===== config.mk =====
export PLATFORM = sky130hd
export DESIGN_NAME = qpq_div_cell
export DESIGN_NICKNAME = d
export VERILOG_FILES = /design/src/qpq_div_cell.sv
export SDC_FILE = /design/constraint.sdc
export NUM_CORES = 1
export LEC_CHECK = 0
export BUFFER_PORTS_ARGS = -buffer_cell sky130_fd_sc_hd__buf_2
export CAP_MARGIN = 20
export CORE_ASPECT_RATIO = 0.8
export CORE_MARGIN = 2
export CORE_UTILIZATION = 40
export DETAILED_ROUTE_END_ITERATION = 10
export PLACE_DENSITY_LB_ADDON = 0.15
export SLEW_MARGIN = 20
export SYNTH_ARGS = -nofsm -noshare
export SYNTH_HDL_FRONTEND = slang
export SYNTH_SLANG_ARGS = --single-unit

===== constraint.sdc =====
create_clock -name clock -period 15 [get_ports clock]
set_input_delay 1.5 -clock clock [delete_from_list [all_inputs] [get_ports clock]]
set_output_delay 1.5 -clock clock [all_outputs]
set_load 0.1 [all_outputs]

===== src/qpq_div_cell.sv =====
`default_nettype none

// One step of the multiply-divide: consumes one bit of the multiplier and
// produces one quotient bit step, keeping the remainder below the divisor.
module qpq_div_cell #(
   parameter int RW  = 36,
   parameter int MW  = 17,
   parameter int QW  = 17,
   parameter int BIT = 0
) (
   input  wire logic          clock,
   input  wire logic          enable,
   input  wire logic [RW-1:0] rem_prev,
   input  wire logic [QW-1:0] quo_prev,
   input  wire logic [RW-1:0] s_prev,
   input  wire logic [RW-1:0] l_prev,
   input  wire logic [MW-1:0] mag_prev,
   input  wire logic          neg_prev,
   output logic      [RW-1:0] rem_out,
   output logic      [QW-1:0] quo_out,
   output logic      [RW-1:0] s_out,
   output logic      [RW-1:0] l_out,
   output logic      [MW-1:0] mag_out,
   output logic               neg_out
);

   logic [RW-1:0] rem_ff, rem_in;
   logic [QW-1:0] quo_ff, quo_in;
   logic [RW-1:0] s_ff, l_ff;
   logic [MW-1:0] mag_ff;
   logic          neg_ff;
   logic [RW-1:0] part, l2;
   logic          ge1, ge2;

   always_comb begin
      part = {rem_prev[RW-2:0], 1'b0} + (mag_prev[BIT] ? s_prev : '0);
      l2   = {l_prev[RW-2:0], 1'b0};
      ge1  = part >= l_prev;
      ge2  = part >= l2;
      if (ge2) begin
         rem_in = part - l2;
         quo_in = {quo_prev[QW-2:0], 1'b0} + QW'(2);
      end else if (ge1) begin
         rem_in = part - l_prev;
         quo_in = {quo_prev[QW-2:0], 1'b0} + QW'(1);
      end else begin
         rem_in = part;
         quo_in = {quo_prev[QW-2:0], 1'b0};
      end
   end

   always_ff @(posedge clock) begin
      if (enable) begin
         rem_ff <= rem_in;
         quo_ff <= quo_in;
         s_ff   <= s_prev;
         l_ff   <= l_prev;
         mag_ff <= mag_prev;
         neg_ff <= neg_prev;
      end
   end

   assign rem_out = rem_ff;
   assign quo_out = quo_ff;
   assign s_out   = s_ff;
   assign l_out   = l_ff;
   assign mag_out = mag_ff;
   assign neg_out = neg_ff;

endmodule

`default_nettype wire


; ---- Yosys cells after proc, flatten, opt, wreduce, memory -nomap -nowiden
; Index checks and enable logic that the tools add are counted.
[word_totals]
regBits = 143
output_inout_bits = 143
[op_classes]
add_sub_neg = 5
magnitude_cmp = 2
muxes = 5
[op_table]
columns = operator, count
row1 = 2-to-1 mux 36 bit, 3
row2 = greater-or-equal comparator 36 bit, 2
row3 = subtractor 36 bit, 2
row4 = adder 36 bit, 1
row5 = 2-to-1 mux 17 bit, 2
row6 = adder 17 x 1 -> 17 bit (second input constant), 1
row7 = adder 17 x 2 -> 17 bit (second input constant), 1

; ---- Longest topological paths before layout
; Gate-level depths: netlist of the first run.
[depth]
depth_word = 5
depth_mapped = 26
ltp_nobuf = 23

; ---- Least setup slack after synthesis of the first run
; OpenSTA, ideal clock, no wires.
[synth_timing]
kind = input to register
from = in mag_prev[0]
to = reg rem_ff[6] (netlist: rem_out[6]), data pin
arrival_time_ns = 6.008
t_required_ns = 14.730
setup_slack_ns = 8.722
path_stages = 25
n_path_buf = 5
path_cell_list = clkbuf_1 -> clkbuf_1 -> and2_1 -> ha_1 -> buf_2 -> a21oi_2 -> o211ai_1 -> a2111oi_2 -> nor2_1 -> o21a_1 -> a221o_1 -> a221oi_2 -> xnor2_1 -> ha_1 -> clkbuf_1 -> nand2_1 -> nor2_1 -> a21oi_1 -> o21ai_1 -> a21oi_1 -> a21oi_1 -> nand2_2 -> buf_2 -> a211oi_1 -> a21oi_1
[synth_via]
elab_chain_len = 5
[synth_lines]
columns = item, line_no
row1 = start: declaration, 17  ; input wire logic [MW-1:0] mag_prev,
row2 = 2-to-1 mux 36 bit (*), 36  ; part = {rem_prev[RW-2:0], 1'b0} + (mag_prev[BIT] ? s_prev : '0);
row3 = adder 36 bit (*), 36
row4 = subtractor 36 bit or greater-or-equal comparator 36 bit (tied branches), "44, 38"
row5 = 2-to-1 mux 36 bit, 43  ; end else if (ge1) begin
row6 = 2-to-1 mux 36 bit (*), 40  ; if (ge2) begin
row7 = net rem_in[6], 27  ; logic [RW-1:0] rem_ff, rem_in;
row8 = end signal: assignment, 54  ; rem_ff <= rem_in;
row9 = end: declaration, 27
; The timed path passes the listed nets; every way through them passes the cells marked *.
; A chain may end at the register's enable or synchronous reset.

; ---- Worst setup path in the final report of the first run
[layout_timing]
from = in mag_prev[0]
to = reg rem_ff[34] (netlist: rem_out[34]), data pin
; The elaborated chain is that of the path after synthesis.

==> results of run 1 <==
[worst max-delay path, stage by stage]
cell	delay, ns
buf_2	0.47
and2_1	0.22
ha_1	0.20
fa_1	0.25
a211oi_1	0.10
o21ai_0	0.61
a31oi_1	0.29
o221a_2	0.38
o21ai_0	0.17
a21oi_1	0.12
o21ai_0	0.21
xor2_1	0.33
ha_1	0.40
nand2_1	0.16
nor2_1	0.05
a221oi_1	0.38
o21ai_1	0.17
a211oi_4	0.38
nand3_2	0.24
nand2_4	0.54
or2_1	0.34
nor3_1	0.12
a221o_1	0.27
[worst paths after layout]
check / cells after the start / to / from / slack [ns]
max: 23 / rem_out[34]$_DFFE_PP_ / mag_prev[0] / 7.24
min: 1 / s_out[9]$_DFFE_PP_ / s_prev[9] / 1.24
[report_power, final]
| group | leakage, µW | switching (µW) | internal [µW] |
|---|---|---|---|
| logic | 0.00438 | 894 | 317 |
| registers | 0.00140 | 14.7 | 521 |
| clock network | 0.000265 | 187 | 230 |
| total | 0.00605 | 1100 | 1070 |
[cells in the mapped netlist (all sizes together), types with 9 or more instances]
library cell	count	area [µm²]
edfxtp	143	4290
a21oi	124	632
ha	106	1330
nand2	94	355
nor2	83	312
o21ai	79	407
xnor2	72	631
inv	69	259
a21o	43	323
and2	40	250
xor2	34	298
nand3	32	170
clkbuf	29	109
nand4	25	163
a211oi	24	193
a31oi	18	113
nor3	16	80.1
buf	14	81.3
o21bai	14	105
nor2b	13	81.3
and3	11	68.8
mux2i	11	110
o21a	10	75.1
nand2b	9	56.3
or2	9	56.3
[per-layer routing]
| metal | up-vias | GRT usage (%) |
|---|---|---|
| met2 | 348 | 31.7 |
| met3 | 19 | 5.49 |
| li1 | 4987 | - |
| met1 | 4576 | 33.0 |
| met4 | 0 | 4.43 |
| met5 | - | 0 |
[metrics by stage]
step	instances	power [µW]	setup slack [ns]
global route	1850	2280	6.70
global placement	1819	1740	6.57
floorplan	1205	1510	8.72
detailed placement	1819	1750	6.55
finish	1850	2160	7.24
CTS	1850	2170	7.00
[registers in the layout, indices dropped and copies added, names as in the netlist]
register,count
s_out,36
rem_out,36
l_out,36
quo_out,17
neg_out,1
mag_out,17
[final cells by class]
class,count,area (µm²)
inverters,69,259
clock buffers,17,425
clock inverters,14,134
well taps,370,463
multi-input cells,950,6590
flip-flops and latches,143,4290
fillers,2758,14500
repair buffers,287,1450
[placed cells by master, fill, tap and decap left out, drive strengths merged, types with 4 or more instances in the layout]
cell type | netlist | final
o31ai | 5 | 5
nand4 | 25 | 25
a211oi | 24 | 24
a211o | 5 | 5
a21oi | 124 | 124
clkbuf | 29 | 17
nor3 | 16 | 16
nand2b | 9 | 9
and2 | 40 | 40
xnor2 | 72 | 72
edfxtp | 143 | 143
nand3 | 32 | 32
a221oi | 5 | 5
nor2b | 13 | 13
o211ai | 7 | 7
or2 | 9 | 9
nand2 | 94 | 94
o31a | 4 | 4
mux2i | 11 | 11
and3 | 11 | 11
xor2 | 34 | 34
nor2 | 83 | 83
a21o | 43 | 43
a31o | 5 | 5
a31oi | 18 | 18
ha | 106 | 106
a21boi | 6 | 6
buf | 14 | 287
o21ai | 79 | 79
o21bai | 14 | 14
o21a | 10 | 10
clkinvlp | 0 | 4
inv | 69 | 75
[cell families (layout without fill, tap and decap cells)]
kind of cell	after synthesis	count (layout)	synth area share, %
XOR/XNOR	106	106	8.20
buffers and inverters	112	387	3.96
adder cells (fa/ha/maj)	109	109	12.2
AND/OR/NAND/NOR	343	343	14.8
AO/OA/AOI/OAI	378	378	21.6
flip-flops	143	143	37.9
multiplexers	14	14	1.27
==> impl_metrics.yaml, run 1 <==
flow_run:
  maxCapViolations: 0
placement:
  placement.cell_area_mm2: 0.0131
  gp_congestion: 0.883
  dp_hpwl_mm: 26.4
  io_buffers: 285
sta:
  worst_pin_slew_ns: 0.983
  fin_tns_setup_ns: 0
  relSlewSlack_pct: 34.5
  rsz0062_at_grt: "no"
  final-hold-violation-count: 0
  fin_crit_ns: 7.76
  setup_viol: 0
  fmax_ghz: 0.129
  fin_hold_ws_ns: 1.24
  drv_slew: 0
  post-route-period-util_pct: 51.7
die:
  boundaryPins: 288
  die-area_mm2: 0.0297
  die_width_um: 192
  coreArea_mm2: 0.0281
  rows: 55
  dieHeight_um: 155
  start_util_pct: 40.3
setup_path:
  path_class: "primary input to register"
  critPathArrivalTime_ns: 7.94
  endpoint_kind: "register"
  path_max_fanout: 55
  startpoint_type: "primary input"
  cp.required_ns: 15.18
logic_synthesis:
  synthFlopType: "edfxtp_1"
  syn_area_mm2: 0.0113
  syn_area_per_cell_um2: 9.40
  synth_cell_types: 75
  ys_async_sr_fraction_pct: 0
  syn_nets: 1459
  synth-seq-cells: 143
  synth_cells: 1205
  synth_edf_count: 143
  ys_seq_area_share_pct: 37.9
  yosysWarnings: 0
clock_network:
  clock-sinks: 143
  cts_buffers: 17
  htree_levels: 4
  cts_root_buf: "clkbuf_16"
  cts_tree: "built"
  cts.clk_slew.worst_paths_ns: 0.07
  post_cts_buffers: 0
  clock_path_buffers: 2
  postCtsResizedCells: 0
  postCtsHoldBufs: 0
global_routing:
  grt_remaining_overflow: 0
  grt_max_degree: 78
  grt_pass1_vias: 9462
  grt_first_pass_wirelength_mm: 50.5
  antenna_found_initial: 0
  grt_usage_pct: 22.0
finish:
  drive_gt1_share_pct: 23.9
  final_nets: 1722
  final_core_util_pct: 48.5
  final_area_mm2: 0.0136
  antennaDiodeCount: 0
  syn2layout_area_growth_pct: 20.2
power:
  power_density_mw_per_mm2: 159
  leakage_uw: 0.00605
  irDropWorstVdd_uv: 126
routing:
  dr_wl_met2_mm: 13.4
  wl_per_cell_um: 17.9
  wirelength_mm: 33.1
  route.vias.total: 9930
  drtPass1Iterations: 6
  top_layer_used: "met4"
  drt-met1-wl_mm: 16.7
  vias_per_cell: 5.37
  wl_met3_mm: 2.63
  drtIter0Drc: 654
  drc: 0
  ant_nets: 0
min_path:
  min_path_type: "primary input to register"
run_status:
  run_status: "completed"
Note: power is estimated with default switching activity, not from simulation.
==> run 2: changes to the inputs <==
--- a/config.mk
+++ b/config.mk
@@ -5,6 +5,7 @@
 export SDC_FILE = /design/constraint.sdc
 export NUM_CORES = 1
 export LEC_CHECK = 0
+export ABC_AREA = 1
 export BUFFER_PORTS_ARGS = -buffer_cell sky130_fd_sc_hd__buf_2
 export CAP_MARGIN = 20
 export CORE_ASPECT_RATIO = 0.8
==> constraint.sdc (replaced) <==
create_clock -name clock -period 8.1 [get_ports clock]
set_input_delay 0.81 -clock clock [delete_from_list [all_inputs] [get_ports clock]]
set_output_delay 0.81 -clock clock [all_outputs]
set_load 0.1 [all_outputs]
==> impl_metrics.yaml, run 2 <==
routing:
  vias_per_cell: 4.94
  drtPass1Iterations: 5
  wl_per_cell_um: 16.5
  route.vias.total: 13100
  drtIter0Drc: 933
  ant_nets: 0
  drc: 0
  wirelength_mm: 43.8
placement:
  placement.cell_area_mm2: 0.0150
  dp_cells: 2622
  dp_hpwl_mm: 36.6
  gp_congestion: 0.940
  io_buffers: 285
die:
  die-area_mm2: 0.0344
  start_util_pct: 40.5
  boundaryPins: 288
  die_width_um: 207
  dieHeight_um: 166
  coreArea_mm2: 0.0325
  rows: 59
clock_network:
  htree_levels: 4
  post_cts_buffers: 0
  clock_path_buffers: 2
  cts.clk_slew.worst_paths_ns: 0.07
  cts_root_buf: "clkbuf_16"
  cts_buffers: 17
  clock-sinks: 143
  postCtsResizedCells: 0
  postCtsHoldBufs: 0
  cts_tree: "built"
logic_synthesis:
  synth_top_area_share_pct: 32.6
  syn_area_mm2: 0.0132
  syn_area_per_cell_um2: 6.84
  synth_top_family_by_area: "simple AND/OR/NAND/NOR gates"
  syn_nets: 2178
  synthAdderAreaFrac_pct: 10.5
  synthTopCellsByArea: "edfxtp_1 33%, nand2_1 19%, ha_1 10%, inv_1 9.0%, nand3_1 5.2%"
  synth-compound-area-share_pct: 8.61
  ys_seq_area_share_pct: 32.6
  ys_async_sr_fraction_pct: 0
  synth_top_cells_by_count: "669 x nand2_1, 316 x inv_1, 172 x nor2_1, 143 x edfxtp_1, 136 x nand3_1"
  synth_edf_count: 143
  synth_xor_area_share_pct: 4.59
  yosys.area_share.simple_pct: 33.5
  synthFlopType: "edfxtp_1"
  yosysWarnings: 0
  synth_cells: 1924
  yosysMostFrequentCell: "nand2_1"
  synth_cell_types: 40
  synthMuxAreaShare_pct: 0
  yosys.area.top_type: "edfxtp_1"
  synth-seq-cells: 143
finish:
  fill_cells: 3423
  layout_common_cells: "669 x nand2_1, 316 x inv_1, 284 x buf_2, 172 x nor2_1, 143 x edfxtp_1"
  final_nets: 2468
  final_area_mm2: 0.0156
  antennaDiodeCount: 0
  fin_cells: 2654
  final_common_cell: "nand2_1"
  syn2layout_area_growth_pct: 18.5
  drive_gt1_share_pct: 15.8
sta:
  fin_crit_ns: 5.62
  fmax_ghz: 0.178
  setup_viol: 0
  rsz0062_at_grt: "no"
  post-route-period-util_pct: 69.4
  final-hold-violation-count: 0
  worst_pin_slew_ns: 0.910
  relSlewSlack_pct: 39.3
  fin_tns_setup_ns: 0
  drv_slew: 0
run_status:
  run_status: "completed"
setup_path:
  critPathArrivalTime_ns: 5.92
  startpoint_type: "primary input"
  endpoint_kind: "register"
  cp.required_ns: 8.39
  path_max_fanout: 37
  path_class: "primary input to register"
global_routing:
  grt_pass1_vias: 12000
  grt_first_pass_wirelength_mm: 66.5
  grt_remaining_overflow: 0
  grt_max_degree: 74
  grt_usage_pct: 25.4
  antenna_found_initial: 0
power:
  power_density_mw_per_mm2: 259
  leakage_uw: 0.00834
  irDropWorstVdd_uv: 170
min_path:
  min_path_type: "primary input to register"
flow_run:
  maxCapViolations: 0
-- run 2: changes by cell type after synthesis, sizes merged, moves of 31 or more --
cell	change
nor2	+98
a21o	-34
inv	+251
nand2	+583
o21ai	-31
xnor2	-52
nand3	+109
and2	-38
-- run 2: cell type report --
class | instances | area, µm² | share of cell area, %
Sequential cell | 143 | 4290 | 27.5
Timing Repair Buffer | 287 | 1450 | 9.31
Clock buffer | 18 | 429 | 2.75
Tap cell | 427 | 534 | 3.43
Inverter | 320 | 1200 | 7.70
Clock inverter | 14 | 148 | 0.947
Multi-Input combinational cell | 1445 | 7530 | 48.3
-- run 2: report_power, final --
| group | switching, µW | internal (µW) | total, µW |
|---|---|---|---|
| Sequential | 22.6 | 957 | 979 |
| Clock | 376 | 410 | 787 |
| Combinational | 1750 | 516 | 2270 |
| Total | 2150 | 1880 | 4030 |
-- run 2: kinds of logic (layout without fill, tap and decap cells) --
kind of cell / count (synthesis) / in the layout
flops: 143 / 143
buf+inv: 336 / 639
simple gates: 1063 / 1063
fa+ha+maj: 109 / 109
xor+xnor: 69 / 69
compound gates: 204 / 204
-- run 2: final timing paths --
path,from,end,slack [ns],cells past startpoint
worst max-delay path,mag_prev[0],rem_out[26]$_DFFE_PP_,2.48,22
worst min-delay path,mag_prev[6],mag_out[6]$_DFFE_PP_,0.53,1
-- run 2: per-layer routing --
| layer | wire length (µm) | GRT usage [%] | vias to the layer above |
|---|---|---|---|
| li1 | - | - | 6771 |
| met5 | 0 | 0 | - |
| met1 | 21700 | 37.3 | 5901 |
| met2 | 18400 | 38.4 | 395 |
| met3 | 2830 | 4.59 | 42 |
| met4 | 788 | 6.38 | 0 |
-- run 2: through the flow --
stage	hold WS, ns	util [%]	worst slack [ns]	total power (µW)
after global routing	0.511	48.0	1.99	4270
final	0.530	48.0	2.48	4030
after detailed placement	0.989	46.2	2.15	3240
after CTS	0.507	48.0	2.59	4050
after global placement	0.988	46.2	2.01	3240
after floorplan	0.909	-	3.91	2760
-- run 2: critical path, stage by stage --
cell     delay (ns)
buf_2          0.50
nand2_1        0.10
inv_1          0.08
ha_1           0.29
a21oi_1        0.23
o21ai_0        0.25
a21oi_1        0.22
nand3_1        0.17
xor2_1         0.38
ha_1           0.36
nand2_1        0.10
inv_1          0.05
a21oi_1        0.27
nand2_1        0.16
a21oi_2        0.15
nand2_2        0.11
nand2_1        0.09
nand2_2        0.33
nor2_2         0.76
buf_6          0.25
nand2_1        0.07
nand3_1        0.14
==> run 3: changes to the inputs <==
==> constraint.sdc (replaced) <==
create_clock -name clock -period 5.55 [get_ports clock]
set_input_delay 0.555 -clock clock [delete_from_list [all_inputs] [get_ports clock]]
set_output_delay 0.555 -clock clock [all_outputs]
set_load 0.1 [all_outputs]
==> impl_metrics.yaml, run 3 (synthesized netlist as in run 2, its figures left out) <==
clock_network:
  clock_path_buffers: 2
  htree_levels: 4
  cts_buffers: 17
  cts.clk_slew.worst_paths_ns: 0.06
  post_cts_buffers: 0
  clock-sinks: 143
  cts_root_buf: "clkbuf_16"
  postCtsHoldBufs: 0
  postCtsResizedCells: 0
  cts_tree: "built"
global_routing:
  grt.busiest_layer: "met2"
  grt_usage_pct: 25.0
  grt_use_met3_pct: 6.48
  grt_pass1_vias: 12200
  grtUsageMet2_pct: 38.1
  grt_max_degree: 81
  antenna_found_initial: 0
  use_met1_pct: 35.5
  grt_first_pass_wirelength_mm: 65.6
  grt_remaining_overflow: 0
routing:
  route.vias.total: 13100
  drtIter0Drc: 1031
  drtPass1Iterations: 7
  wirelength_mm: 42.7
  vias_per_cell: 4.93
  wl_per_cell_um: 16.0
  drc: 0
  ant_nets: 0
die:
  die_width_um: 207
  coreArea_mm2: 0.0325
  die-area_mm2: 0.0344
  rows: 59
  dieHeight_um: 166
  start_util_pct: 40.5
  boundaryPins: 288
setup_path:
  path_class: "primary input to register"
  crit_family: "simple AND/OR/NAND/NOR gates"
  critPathMostFrequentCell: "nand2_1"
  endpoint_kind: "register"
  path_buf_inv: 4
  critPathArrivalTime_ns: 4.79
  cp.required_ns: 5.72
  cpMaxStageDelayCell: "ha_1"
  startpoint_type: "primary input"
  path_max_fanout: 20
  max_stage_delay_ns: 0.45
finish:
  syn2layout_area_growth_pct: 19.4
  fill_cells: 3491
  layout_common_cells: "669 x nand2_1, 316 x inv_1, 284 x buf_2, 172 x nor2_1, 143 x edfxtp_1"
  final_nets: 2478
  drive_gt1_share_pct: 16.2
  antennaDiodeCount: 0
  final_common_cell: "nand2_1"
  final_core_util_pct: 48.3
  fin_cells: 2664
power:
  p_sw_uw: 3100
  power_density_mw_per_mm2: 377
  power.share.clock_pct: 19.3
  leakage_uw: 0.00840
  pwr-share-seq_pct: 24.2
  swShare_pct: 52.4
  irDropWorstVdd_uv: 277
  p_comb_share_pct: 56.5
  p_int_uw: 2810
sta:
  fmax_ghz: 0.216
  worst_pin_slew_ns: 0.788
  setup_viol: 0
  fin_hold_ws_ns: 0.282
  final-hold-violation-count: 0
  rsz0062_at_grt: "no"
  relSlewSlack_pct: 47.5
  drv_slew: 0
  post-route-period-util_pct: 83.4
  fin_crit_ns: 4.63
  fin_tns_setup_ns: 0
min_path:
  min_path_type: "primary input to register"
placement:
  dp_cells: 2632
  gp_congestion: 0.967
  io_buffers: 285
  dp_hpwl_mm: 36.0
run_status:
  run_status: "completed"
flow_run:
  maxCapViolations: 0
[run 3: cell count changes in the layout (fill, tap and decap cells not counted)]
| cell | before | now |
|---|---|---|
| buf_6 | 2 | 1 |
| buf_4 | 1 | 9 |
| clkbuf_1 | 1 | 0 |
| clkinv_8 | 2 | 1 |
| buf_12 | 0 | 3 |
| inv_6 | 4 | 6 |
| clkinvlp_4 | 0 | 2 |
| bufinv_16 | 0 | 1 |
| clkinv_4 | 4 | 2 |
| inv_8 | 4 | 1 |
| clkinv_2 | 0 | 2 |
[run 3: per-stage QoR]
step / setup slack (ns) / power, µW / cell area, µm²
2_1_floorplan: 1.61 / 4030 / 13200
3_3_place_gp: 0.564 / 4760 / 15100
3_5_place_dp: 0.529 / 4770 / 15100
4_1_cts: 0.997 / 5940 / 15700
5_1_grt: 0.526 / 6280 / 15700
6_report: 0.923 / 5910 / 15700
[run 3: power groups by stage]
stage               clock network, µW  logic [µW]  registers (µW)
floorplan                           0        1440            2590
global placement                    0        3310            1450
detailed placement                  0        3310            1450
CTS                              1180        3330            1430
global route                     1220        3600            1450
finish                           1140        3340            1430
[run 3: final timing paths]
check                   start               endpoint  depth (start not counted)
setup / recovery  mag_prev[0]  rem_out[26]$_DFFE_PP_                         25
hold / removal    mag_prev[1]   mag_out[1]$_DFFE_PP_                          1
[run 3: per-layer routing]
layer	vias up	routed length (µm)	part of all wire, %
li1	6791	-	-
met1	5854	20300	48
met2	453	18200	43
met3	23	3570	8.4
met4	0	514	1.2
met5	-	0	0
[run 3: final cells by class]
| type | instances | area (µm²) | share of cell area, % |
|---|---|---|---|
| Multi-Input combinational cell | 1445 | 7530 | 48.0 |
| Timing Repair Buffer | 297 | 1560 | 9.94 |
| Clock inverter | 15 | 153 | 0.972 |
| Clock buffer | 17 | 425 | 2.71 |
| Sequential cell | 143 | 4290 | 27.3 |
| Tap cell | 427 | 534 | 3.40 |
| Inverter | 320 | 1200 | 7.65 |
